File: src/hdl/rgpc_pkg.sv
// Package of the ray ground point classifier: widths, reset values,
// register indexes and the configuration struct. No dependencies.
`default_nettype none

package rgpc_pkg;

  localparam int TAG_WIDTH_DEF    = 16;
  localparam int RADIUS_WIDTH_DEF = 18;
  localparam int HEIGHT_W         = 18;
  localparam int SLOPE_W          = 24;
  localparam int CONC_W           = 18;
  localparam int MINH_W           = 17;
  localparam int RECL_W           = 18;
  localparam int FRAC_W           = 16;
  localparam int CFG_AW           = 5;
  localparam int CFG_DW           = 32;

  localparam logic [SLOPE_W-1:0] LOCAL_SLOPE_RST   = 24'd5734;
  localparam logic [SLOPE_W-1:0] GENERAL_SLOPE_RST = 24'd3434;
  localparam logic [CONC_W-1:0]  CONC_STEP_RST     = 18'd0;
  localparam logic [MINH_W-1:0]  MIN_HEIGHT_RST    = 17'd50;
  localparam logic [RECL_W-1:0]  RECLASS_RST       = 18'd200;

  typedef enum logic [2:0] {
    REG_LOCAL_SLOPE   = 3'd0,
    REG_GENERAL_SLOPE = 3'd1,
    REG_CONC_STEP     = 3'd2,
    REG_MIN_HEIGHT    = 3'd3,
    REG_RECLASS       = 3'd4
  } reg_idx_e;

  typedef struct packed {
    logic [SLOPE_W-1:0] local_slope;
    logic [SLOPE_W-1:0] general_slope;
    logic [CONC_W-1:0]  conc_step;
    logic [MINH_W-1:0]  min_height;
    logic [RECL_W-1:0]  reclass;
  } cfg_t;

endpackage

`default_nettype wire

File: src/hdl/rgpc_regs.sv
// APB configuration registers of the ray ground point classifier.
// Depends on rgpc_pkg.
`default_nettype none

module rgpc_regs (
  input  wire logic                         clk_i,
  input  wire logic                         rst_ni,
  input  wire logic                         psel,
  input  wire logic                         penable,
  input  wire logic                         pwrite,
  input  wire logic [rgpc_pkg::CFG_AW-1:0]  paddr,
  input  wire logic [rgpc_pkg::CFG_DW-1:0]  pwdata,
  output logic      [rgpc_pkg::CFG_DW-1:0]  prdata,
  output logic                              pready,
  output rgpc_pkg::cfg_t                    cfg_o
);
  import rgpc_pkg::*;

  cfg_t     cfg_q, cfg_d;
  reg_idx_e idx;
  logic     wr_en;

  assign idx    = reg_idx_e'(paddr[CFG_AW-1:2]);
  assign wr_en  = psel && penable && pwrite;
  assign pready = 1'b1;
  assign cfg_o  = cfg_q;

  always_comb begin
    cfg_d = cfg_q;
    if (wr_en) begin
      case (idx)
        REG_LOCAL_SLOPE:   cfg_d.local_slope   = pwdata[SLOPE_W-1:0];
        REG_GENERAL_SLOPE: cfg_d.general_slope = pwdata[SLOPE_W-1:0];
        REG_CONC_STEP:     cfg_d.conc_step     = pwdata[CONC_W-1:0];
        REG_MIN_HEIGHT:    cfg_d.min_height    = pwdata[MINH_W-1:0];
        REG_RECLASS:       cfg_d.reclass       = pwdata[RECL_W-1:0];
        default: ;
      endcase
    end
  end

  always_comb begin
    case (idx)
      REG_LOCAL_SLOPE:   prdata = CFG_DW'(cfg_q.local_slope);
      REG_GENERAL_SLOPE: prdata = CFG_DW'(cfg_q.general_slope);
      REG_CONC_STEP:     prdata = CFG_DW'(cfg_q.conc_step);
      REG_MIN_HEIGHT:    prdata = CFG_DW'(cfg_q.min_height);
      REG_RECLASS:       prdata = CFG_DW'(cfg_q.reclass);
      default:           prdata = '0;
    endcase
  end

  always_ff @(posedge clk_i or negedge rst_ni) begin
    if (!rst_ni) begin
      cfg_q.local_slope   <= LOCAL_SLOPE_RST;
      cfg_q.general_slope <= GENERAL_SLOPE_RST;
      cfg_q.conc_step     <= CONC_STEP_RST;
      cfg_q.min_height    <= MIN_HEIGHT_RST;
      cfg_q.reclass       <= RECLASS_RST;
    end else begin
      cfg_q <= cfg_d;
    end
  end

endmodule

`default_nettype wire

File: src/hdl/rgpc_eval.sv
// Ground decision for one registered point: threshold floor, local test,
// slope-from-origin fallback and reclassification. Depends on rgpc_pkg.
`default_nettype none

module rgpc_eval #(
  parameter int RADIUS_WIDTH = rgpc_pkg::RADIUS_WIDTH_DEF,
  localparam int STEP_W = RADIUS_WIDTH + 1,
  localparam int THR_W  = rgpc_pkg::SLOPE_W + 1 + STEP_W - rgpc_pkg::FRAC_W,
  localparam int GTHR_W = rgpc_pkg::SLOPE_W + RADIUS_WIDTH - rgpc_pkg::FRAC_W
) (
  input  wire logic signed [THR_W-1:0]              thr_i,
  input  wire logic        [GTHR_W-1:0]             gthr_i,
  input  wire logic signed [STEP_W-1:0]             step_i,
  input  wire logic signed [rgpc_pkg::HEIGHT_W-1:0] height_i,
  input  wire logic signed [rgpc_pkg::HEIGHT_W-1:0] last_height_i,
  input  wire logic                                 last_ground_i,
  input  wire rgpc_pkg::cfg_t                       cfg_i,
  output logic                                      ground_o
);
  import rgpc_pkg::*;

  localparam int CW = THR_W + 2;

  logic signed [CW-1:0] thr_x, thr_f, gthr_x, step_x, h_x, lh_x;
  logic signed [CW-1:0] conc_x, minh_x, recl_x;
  logic                 local_ok, gen_ok, recl_ok;

  always_comb begin
    thr_x  = CW'(thr_i);
    step_x = CW'(step_i);
    h_x    = CW'(height_i);
    lh_x   = CW'(last_height_i);
    gthr_x = signed'(CW'(gthr_i));
    conc_x = signed'(CW'(cfg_i.conc_step));
    minh_x = signed'(CW'(cfg_i.min_height));
    recl_x = signed'(CW'(cfg_i.reclass));

    thr_f = (step_x > conc_x && thr_x < minh_x) ? minh_x : thr_x;

    local_ok = (h_x <= lh_x + thr_f) && (h_x >= lh_x - thr_f);
    gen_ok   = (h_x <= gthr_x) && (h_x >= -gthr_x);
    recl_ok  = (step_x > recl_x) && (h_x <= thr_f) && (h_x >= -thr_f);

    if (local_ok) begin
      ground_o = last_ground_i | gen_ok;
    end else begin
      ground_o = recl_ok;
    end
  end

endmodule

`default_nettype wire

File: src/hdl/ray_ground_point_classifier.sv
// Top level of the ray ground point classifier: stream ports, APB registers,
// product stage and result register. Depends on rgpc_pkg, rgpc_regs, rgpc_eval.
//
//  channel  | dir | accepted when                  | payload
//  ---------+-----+--------------------------------+------------------------------
//  s_axis   | in  | s_axis_tvalid & s_axis_tready  | radius, height, tag; tuser=ray_start
//  m_axis   | out | m_axis_tvalid & m_axis_tready  | tag_out; tuser=is_ground
//  apb      | in  | psel & penable & pwrite        | register write, pready always 1
//
// One item per cycle sustained while the output is not stalled; a result passes the
// stage-one registers and then the result register before it is valid on m_axis.
// Stage one forms the step and both slope products (one multiplier each);
// stage two compares against the last result's ground flag and fills the output.
// Reset clears the previous-point state and loads the register defaults.
// A stalled output holds; input is still taken while the product stage is free.
`default_nettype none

module ray_ground_point_classifier #(
  parameter int TAG_WIDTH    = rgpc_pkg::TAG_WIDTH_DEF,
  parameter int RADIUS_WIDTH = rgpc_pkg::RADIUS_WIDTH_DEF,
  localparam int S_DW = ((RADIUS_WIDTH + rgpc_pkg::HEIGHT_W + TAG_WIDTH + 7) / 8) * 8,
  localparam int M_DW = ((TAG_WIDTH + 7) / 8) * 8
) (
  input  wire logic                         clk_i,
  input  wire logic                         rst_ni,
  input  wire logic                         s_axis_tvalid,
  output logic                              s_axis_tready,
  // tdata from bit 0 up: radius, height, point_tag, zero fill
  input  wire logic [S_DW-1:0]              s_axis_tdata,
  // tuser: ray_start
  input  wire logic                         s_axis_tuser,
  output logic                              m_axis_tvalid,
  input  wire logic                         m_axis_tready,
  // tdata from bit 0 up: tag_out, zero fill
  output logic      [M_DW-1:0]              m_axis_tdata,
  // tuser: is_ground
  output logic                              m_axis_tuser,
  input  wire logic                         psel,
  input  wire logic                         penable,
  input  wire logic                         pwrite,
  input  wire logic [rgpc_pkg::CFG_AW-1:0]  paddr,
  input  wire logic [rgpc_pkg::CFG_DW-1:0]  pwdata,
  output logic      [rgpc_pkg::CFG_DW-1:0]  prdata,
  output logic                              pready
);
  import rgpc_pkg::*;

  localparam int STEP_W  = RADIUS_WIDTH + 1;
  localparam int LPROD_W = SLOPE_W + 1 + STEP_W;
  localparam int THR_W   = LPROD_W - FRAC_W;
  localparam int GPROD_W = SLOPE_W + RADIUS_WIDTH;
  localparam int GTHR_W  = GPROD_W - FRAC_W;
  localparam int H_LO    = RADIUS_WIDTH;
  localparam int T_LO    = RADIUS_WIDTH + HEIGHT_W;

  cfg_t cfg;

  logic [RADIUS_WIDTH-1:0]    in_r;
  logic signed [HEIGHT_W-1:0] in_h;
  logic [TAG_WIDTH-1:0]       in_tag;
  logic                       s_acc, adv;

  logic [RADIUS_WIDTH-1:0]    prev_r_q;
  logic signed [HEIGHT_W-1:0] prev_h_q;
  logic [RADIUS_WIDTH-1:0]    base_r;
  logic signed [HEIGHT_W-1:0] base_h;

  logic signed [STEP_W-1:0]   step_d;
  logic signed [SLOPE_W:0]    lslope_s;
  logic signed [LPROD_W-1:0]  lprod;
  logic [GPROD_W-1:0]         gprod;

  logic                       v1_q, start1_q;
  logic signed [THR_W-1:0]    thr1_q;
  logic [GTHR_W-1:0]          gthr1_q;
  logic signed [STEP_W-1:0]   step1_q;
  logic signed [HEIGHT_W-1:0] h1_q, lh1_q;
  logic [TAG_WIDTH-1:0]       tag1_q;

  logic                       vo_q, ground_q, lwg_q;
  logic [TAG_WIDTH-1:0]       tag_q;
  logic                       ground_d;

  rgpc_regs u_regs (
    .clk_i   (clk_i),
    .rst_ni  (rst_ni),
    .psel    (psel),
    .penable (penable),
    .pwrite  (pwrite),
    .paddr   (paddr),
    .pwdata  (pwdata),
    .prdata  (prdata),
    .pready  (pready),
    .cfg_o   (cfg)
  );

  assign in_r   = s_axis_tdata[RADIUS_WIDTH-1:0];
  assign in_h   = signed'(s_axis_tdata[T_LO-1:H_LO]);
  assign in_tag = s_axis_tdata[T_LO+TAG_WIDTH-1:T_LO];

  assign adv           = !vo_q || m_axis_tready;
  assign s_axis_tready = !v1_q || adv;
  assign s_acc         = s_axis_tvalid && s_axis_tready;

  // ray start restarts from the origin
  assign base_r = s_axis_tuser ? '0 : prev_r_q;
  assign base_h = s_axis_tuser ? '0 : prev_h_q;

  always_comb begin
    step_d   = signed'(STEP_W'(in_r)) - signed'(STEP_W'(base_r));
    lslope_s = signed'({1'b0, cfg.local_slope});
    lprod    = LPROD_W'(lslope_s) * LPROD_W'(step_d);
    gprod    = GPROD_W'(cfg.general_slope) * GPROD_W'(in_r);
  end

  always_ff @(posedge clk_i or negedge rst_ni) begin
    if (!rst_ni) begin
      prev_r_q <= '0;
      prev_h_q <= '0;
      v1_q     <= 1'b0;
      start1_q <= 1'b0;
    end else begin
      if (s_acc) begin
        prev_r_q <= in_r;
        prev_h_q <= in_h;
        v1_q     <= 1'b1;
        start1_q <= s_axis_tuser;
      end else if (adv) begin
        v1_q <= 1'b0;
      end
    end
  end

  // upper product bits give the floor of the Q16 scaling
  always_ff @(posedge clk_i) begin
    if (s_acc) begin
      thr1_q  <= lprod[LPROD_W-1:FRAC_W];
      gthr1_q <= gprod[GPROD_W-1:FRAC_W];
      step1_q <= step_d;
      h1_q    <= in_h;
      lh1_q   <= base_h;
      tag1_q  <= in_tag;
    end
  end

  rgpc_eval #(
    .RADIUS_WIDTH (RADIUS_WIDTH)
  ) u_eval (
    .thr_i         (thr1_q),
    .gthr_i        (gthr1_q),
    .step_i        (step1_q),
    .height_i      (h1_q),
    .last_height_i (lh1_q),
    .last_ground_i (lwg_q && !start1_q),
    .cfg_i         (cfg),
    .ground_o      (ground_d)
  );

  always_ff @(posedge clk_i or negedge rst_ni) begin
    if (!rst_ni) begin
      vo_q  <= 1'b0;
      lwg_q <= 1'b0;
    end else if (adv) begin
      vo_q <= v1_q;
      if (v1_q) begin
        lwg_q <= ground_d;
      end
    end
  end

  always_ff @(posedge clk_i) begin
    if (adv && v1_q) begin
      tag_q    <= tag1_q;
      ground_q <= ground_d;
    end
  end

  assign m_axis_tvalid = vo_q;
  assign m_axis_tdata  = M_DW'(tag_q);
  assign m_axis_tuser  = ground_q;

endmodule

`default_nettype wire

File: config.mk
export PLATFORM = sky130hd
export DESIGN_NAME = ray_ground_point_classifier
export DESIGN_NICKNAME = d
export VERILOG_FILES = /design/src/hdl/rgpc_pkg.sv /design/src/hdl/rgpc_regs.sv /design/src/hdl/rgpc_eval.sv /design/src/hdl/ray_ground_point_classifier.sv
export SDC_FILE = /design/constraint.sdc
export NUM_CORES = 2
export LEC_CHECK = 0
export ABC_CLOCK_PERIOD_IN_PS = 12200
export BUFFER_PORTS_ARGS = -buffer_cell sky130_fd_sc_hd__buf_2
export CAP_MARGIN = 20
export CORE_MARGIN = 10
export CORE_UTILIZATION = 66
export CTS_CLUSTER_DIAMETER = 40
export CTS_CLUSTER_SIZE = 25
export DETAILED_ROUTE_END_ITERATION = 6
export PLACE_DENSITY_LB_ADDON = 0.1
export SLEW_MARGIN = 20
export SYNTH_ARGS = -nofsm -noshare
export SYNTH_HDL_FRONTEND = slang
export SYNTH_HIERARCHICAL = 1
export SYNTH_SLANG_ARGS = --single-unit
File: constraint.sdc
create_clock -name clk_i -period 12.2 [get_ports clk_i]
set_clock_uncertainty 0.15 [all_clocks]
set_input_delay 2.44 -clock clk_i [delete_from_list [all_inputs] [get_ports clk_i]]
set_output_delay 2.44 -clock clk_i [all_outputs]
set_load 0.01 [all_outputs]
Word level (Yosys, flattened, before mapping)
Index checks and enable logic that the tools add are counted.
Storage, ports and cells
  memories: 0
  bits in registers: 283
  word-level logic and storage cells: 69
  bits in writable memories: 0
  bits in latches: 0
  output and inout bits: 52
  memory bits (read-only): 0
Cells by class
  equality and inequality tests: 4
  div/mod/pow operators: 0
  reductions and logical operators: 23
  order comparisons: 9
  multipliers: 2
  bitwise operators: 1
  mux-type cells: 6
  $add $sub $neg: 5
  shifts and indexed selects: 0
Operator list (number)
  24-bit one-hot mux with 5 select lines: 1
  18-bit by 30-bit >= comparator with 1-bit output: 3
  18-bit by 30-bit less-or-equal comparator with 1-bit output: 2
  25-bit by 19-bit multiplier with 44-bit output: 1
  24-bit by 18-bit multiplier with 42-bit output: 1
  19-bit greater-than comparator: 2
  18-bit by 30-bit adder with 30-bit output: 1
  30-bit 2-to-1 mux: 1
  26-bit negator with 30-bit output: 1
  30-bit negator: 1
  18-bit by 30-bit subtractor with 30-bit output: 1
  28-bit by 18-bit less-than comparator with 1-bit output: 1
  18-bit by 27-bit less-or-equal comparator with 1-bit output: 1
  18-bit by 18-bit subtractor with 19-bit output: 1
  18-bit 2-to-1 mux: 1
  2-bit AND reduction: 6
  1-bit logical AND: 10
  3-bit by 2-bit equality test with 1-bit output, second input constant: 2
  3-bit by 1-bit equality test with 1-bit output, second input constant: 1
  3-bit equality test, second input constant: 1
  1-bit logical NOT: 3
  3-bit logical NOT: 1
  1-bit 2-to-1 mux: 3
  1-bit logical OR: 2
  2 further kinds: 2

Longest topological paths before layout
  depth in word-level cells: 7
  mapped depth: 36
  depth with buffers taken out: 34

Modules after synthesis
Netlist, hierarchy kept.
Modules (own cells, without submodules)
  ray_ground_point_classifier: times used 1, sequential area each 5265.0 µm², area an instance 34693.3 µm², cells an instance 3594
  rgpc_eval: times used 1, sequential area each 0.0 µm², area an instance 9709.3 µm², cells an instance 1306
  rgpc_regs: times used 1, sequential area each 2552.4 µm², area an instance 4777.1 µm², cells an instance 339

Worst setup path before layout
No wires, ideal clock.
  kind: input port to flip-flop
  start: in s_axis_tuser
  end: reg thr1_q[17] (data pin)
  data arrival time: 10.633 ns
  slack: 1.156 ns
  library setup time: 0.260 ns
  buffers on the path: 1
  data required time: 11.790 ns
  stages on the path: 32
  cell sequence: clkbuf_1 nor2b_1 ha_1 inv_1 fa_1 a21o_1 a21oi_1 o21bai_1 a211oi_2 o21ai_1 a2111oi_0 a21oi_1 or2_2 fa_1 fa_1 inv_1 fa_1 fa_1 fa_1 fa_1 inv_1 fa_1 inv_1 ha_1 a21oi_1 o21ai_0 a2111oi_0 o31a_1 o311ai_0 a31oi_1 nand2b_1 xor2_1
Between the ends
  word-level cells in the longest chain between the ends: 3
Ends and longest elaborated chain
  start, declared: line ray_ground_point_classifier.sv:31  | input wire logic s_axis_tuser,
  18-bit 2-to-1 mux: line ray_ground_point_classifier.sv:106  | assign base_r = s_axis_tuser ? '0 : prev_r_q;
  18-bit by 18-bit subtractor with 19-bit output: line ray_ground_point_classifier.sv:110  | step_d = signed'(STEP_W'(in_r)) - signed'(STEP_W'(base_r));
  25-bit by 19-bit multiplier with 44-bit output: line ray_ground_point_classifier.sv:112  | lprod = LPROD_W'(lslope_s) * LPROD_W'(step_d);
  via lprod[33]: line ray_ground_point_classifier.sv:70  | logic signed [LPROD_W-1:0] lprod;
  end signal, assigned: line ray_ground_point_classifier.sv:137  | thr1_q <= lprod[LPROD_W-1:FRAC_W];
  end, declared: line ray_ground_point_classifier.sv:74  | logic signed [THR_W-1:0] thr1_q;
The timed path passes the listed nets, and every way through them passes these cells.
A chain may end at the register's enable or synchronous reset.

Worst setup path after layout
  start: in s_axis_tuser
  end: reg thr1_q[20] (data pin)
The elaborated chain is that of the path after synthesis.

==> results.py <==
metrics = {
    "timing": {
        "maxSlewHeadroom": 0.246,
        "final_setup_violation_count": 0,
        "setup_repair_after_global_routing_missed_its_margin": "false",
        "hold_viol": 0,
        "worst-slew-pin-transition_ns": 1.13,
        "period_minus_slack_ns": 11.49,
        "totalNegativeSetupSlack_ns": 0,
        "fmax_mhz": 87.0,
        "min_period_over_period": 0.942,
        "report.final.slew_viol_count": 0,
    },
    "placed_design": {
        "place_hpwl_mm": 105,
        "dp_cells": 6188,
        "gpl.final_weighted_congestion": 0.967,
        "buffer_ports.inserted": 129,
    },
    "route": {
        "dr_total_vias": 37700,
        "drt-total-wl_mm": 133,
        "dr.first_iter.drc_count": 2936,
        "detail_route.first_pass.iterations": 5,
        "postRouteAntennaNets": 0,
        "drt_drc_violations_left": 0,
        "detail_route.vias_per_cell": 6.00,
        "drt-wirelength-per-cell_um": 21.2,
    },
    "finish": {
        "mostFrequentLayoutCell": "sky130_fd_sc_hd__inv_1",
        "instances_no_fill": 6282,
        "area.growth.synth_to_final_pct": 6.63,
        "final_layout_size_suffix_gt1_frac": 0.103,
        "filler_cell_count": 5799,
        "mostFrequentLayoutCells": "949 x sky130_fd_sc_hd__inv_1, 725 x sky130_fd_sc_hd__fa_1, 695 x sky130_fd_sc_hd__nand2_1",
        "number_of_nets_in_the_layout": 6677,
        "final_util": 0.707,
    },
    "setup_path": {
        "worst_path_most_repeated_cell": "sky130_fd_sc_hd__fa_1",
        "cp-end-kind": "flip-flop",
        "timing.critical_path.slowest_cell_delay_ns": 0.65,
        "startpoint": "s_axis_tuser",
        "required_ns": 12.40,
        "timing.critical_path.fanout_max": 11,
        "regToRegStartpoint": "prev_r_q[0]$_DFFE_PN0P_",
        "critical_path_start_end_classification": "input pin to flip-flop",
        "timing.critical_path.slowest_stage_cell": "sky130_fd_sc_hd__a2111oi_0",
        "critPathLaunchType": "input pin",
        "worstPathArrival_ns": 11.69,
    },
    "grt": {
        "grt_antenna_before_repair": 4,
        "grtUsageTotal": 0.317,
        "wire_length_of_the_first_global_routing_pass_mm": 214,
        "grt_overflow_total": 0,
        "grt_pass1_vias": 39200,
        "largest_net_degree_at_the_start_of_global_routing": 80,
    },
    "synth": {
        "syn_area_um2": 49200,
        "synth.ff_latch_count": 283,
        "ys_async_sr_fraction": 0.498,
        "synth_enable_flop_cells": 142,
        "post_synthesis_cell_type_count": 95,
        "ys.flop_type": "sky130_fd_sc_hd__edfxtp_1",
        "netlist_instances": 5239,
        "avgSynthCellArea_um2": 9.39,
        "synth_sequential_area_ratio": 0.159,
        "ys_warn_count": 6,
    },
    "cts": {
        "cts.sinks": 283,
        "clock_tree.root_cell": "sky130_fd_sc_hd__clkbuf_16",
        "cts.repair.resized": 0,
        "postCtsSetupRepairBufs": 0,
        "cts_tree": "done",
        "number_of_hold_buffers_added_after_cts": 0,
        "worst_skew_pair.late_latency_ns": 0.64,
        "cts-buffers-inserted": 47,
        "cts_max_level": 2,
        "clk_pin_slew_worst_paths_ns": 0.06,
        "cts.path.max_buffers": 3,
    },
    "floorplanning": {
        "fp.dieH_um": 293,
        "chip_width_um": 293,
        "boundaryPins": 153,
        "placeableCoreArea_um2": 74200,
        "initial_utilization": 0.663,
        "core.rowCount": 100,
        "floorplan.die_area_um2": 85800,
    },
    "hold_path": {
        "hold_path.class": "flip-flop to flip-flop",
        "timing.hold.worst.start": "tag1_q[12]$_DFFE_PP_",
    },
    "run_status": {
        "status": "completed",
    },
    "job": {
        "cap_viol_max_count": 0,
    },
}
[path summary, 6_finish.rpt]
path	to	slack, ns	cells past startpoint
setup / recovery	thr1_q[20]$_DFFE_PP_	0.71	35
hold / removal	m_axis_tdata[12]$_DFFE_PP_	0.27	0
setup reg to reg	thr1_q[20]$_DFFE_PP_	2.46	34
hold reg to reg	m_axis_tdata[12]$_DFFE_PP_	0.27	0
max in group asynchronous	u_regs/cfg_o[92]$_DFFE_PN0P_	8.73	2
min in group asynchronous	m_axis_tvalid$_DFFE_PN0P_	1.68	1
[layout make-up]
class | count | area (um2) | area share
timing repair buffer | 208 | 1240 | 0.0237
multi-input combinational | 3777 | 36900 | 0.704
clock inverter | 34 | 409 | 0.00780
inverter | 951 | 3570 | 0.0681
tap | 969 | 1210 | 0.0231
antenna | 6 | 15.0 | 0.000286
clock buffer | 54 | 1240 | 0.0237
sequential | 283 | 7820 | 0.149
[registers in the layout (all words and copies together) (netlist names)]
name           cells
gthr1_q           26
h1_q              18
lh1_q             18
lwg_q              1
m_axis_tdata      16
m_axis_tuser       1
m_axis_tvalid      1
prev_h_q          18
prev_r_q          18
start1_q           1
step1_q           19
tag1_q            16
thr1_q            28
u_regs/cfg_o     101
v1_q               1
[worst max-delay path: cells and delay by family]
family | cells | cell delay, ns
compound gates | 13 | 2.87
xor+xnor | 1 | 0.14
fa+ha+maj | 10 | 4.57
buf+inv | 8 | 0.97
simple gates | 3 | 0.71
[cell families (layout without fill, tap and decap cells)]
family	Yosys count	in the layout	synth area share
flops	283	283	0.159
compound gates	595	595	0.0793
fa+ha+maj	1308	1308	0.443
simple gates	1500	1500	0.148
xor+xnor	164	164	0.0292
other cells	2	15	0.000153
buf+inv	1186	1247	0.0932
mux	201	201	0.0481
[through the flow]
step | area, um2 | setup slack, ns | hold slack [ns]
after CTS | 52400 | 0.813 | 0.268
after floorplan | 49200 | 1.16 | 0.250
after global routing | 52400 | 0.229 | 0.270
final | 52400 | 0.710 | 0.267
after detailed placement | 50800 | 0.343 | 0.255
after global placement | 50800 | 0.387 | 0.251
[per-layer routing]
layer	wire [um]	vias to the layer above	global-route usage
li1	-	16800	-
met1	56100	19000	0.437
met2	59700	1594	0.497
met3	12400	274	0.0605
met4	5140	4	0.111
met5	22	-	0
[synthesized netlist by cell type, drive strengths merged (86+ instances only)]
cell / n / area, um2
mux2: 158 / 1850
a21o: 90 / 676
dfrtp: 121 / 3030
and2: 245 / 1530
nor2b: 86 / 538
nor2: 171 / 644
xnor2: 113 / 990
nand2: 696 / 2610
ha: 583 / 7290
clkbuf: 188 / 706
a21oi: 180 / 908
edfxtp: 142 / 4260
o21ai: 113 / 566
inv: 950 / 3570
fa: 725 / 14500
Power is left out: the tool's default activity adds up to more than one toggle a clock period on the data nets, which glitch-free logic cannot reach.
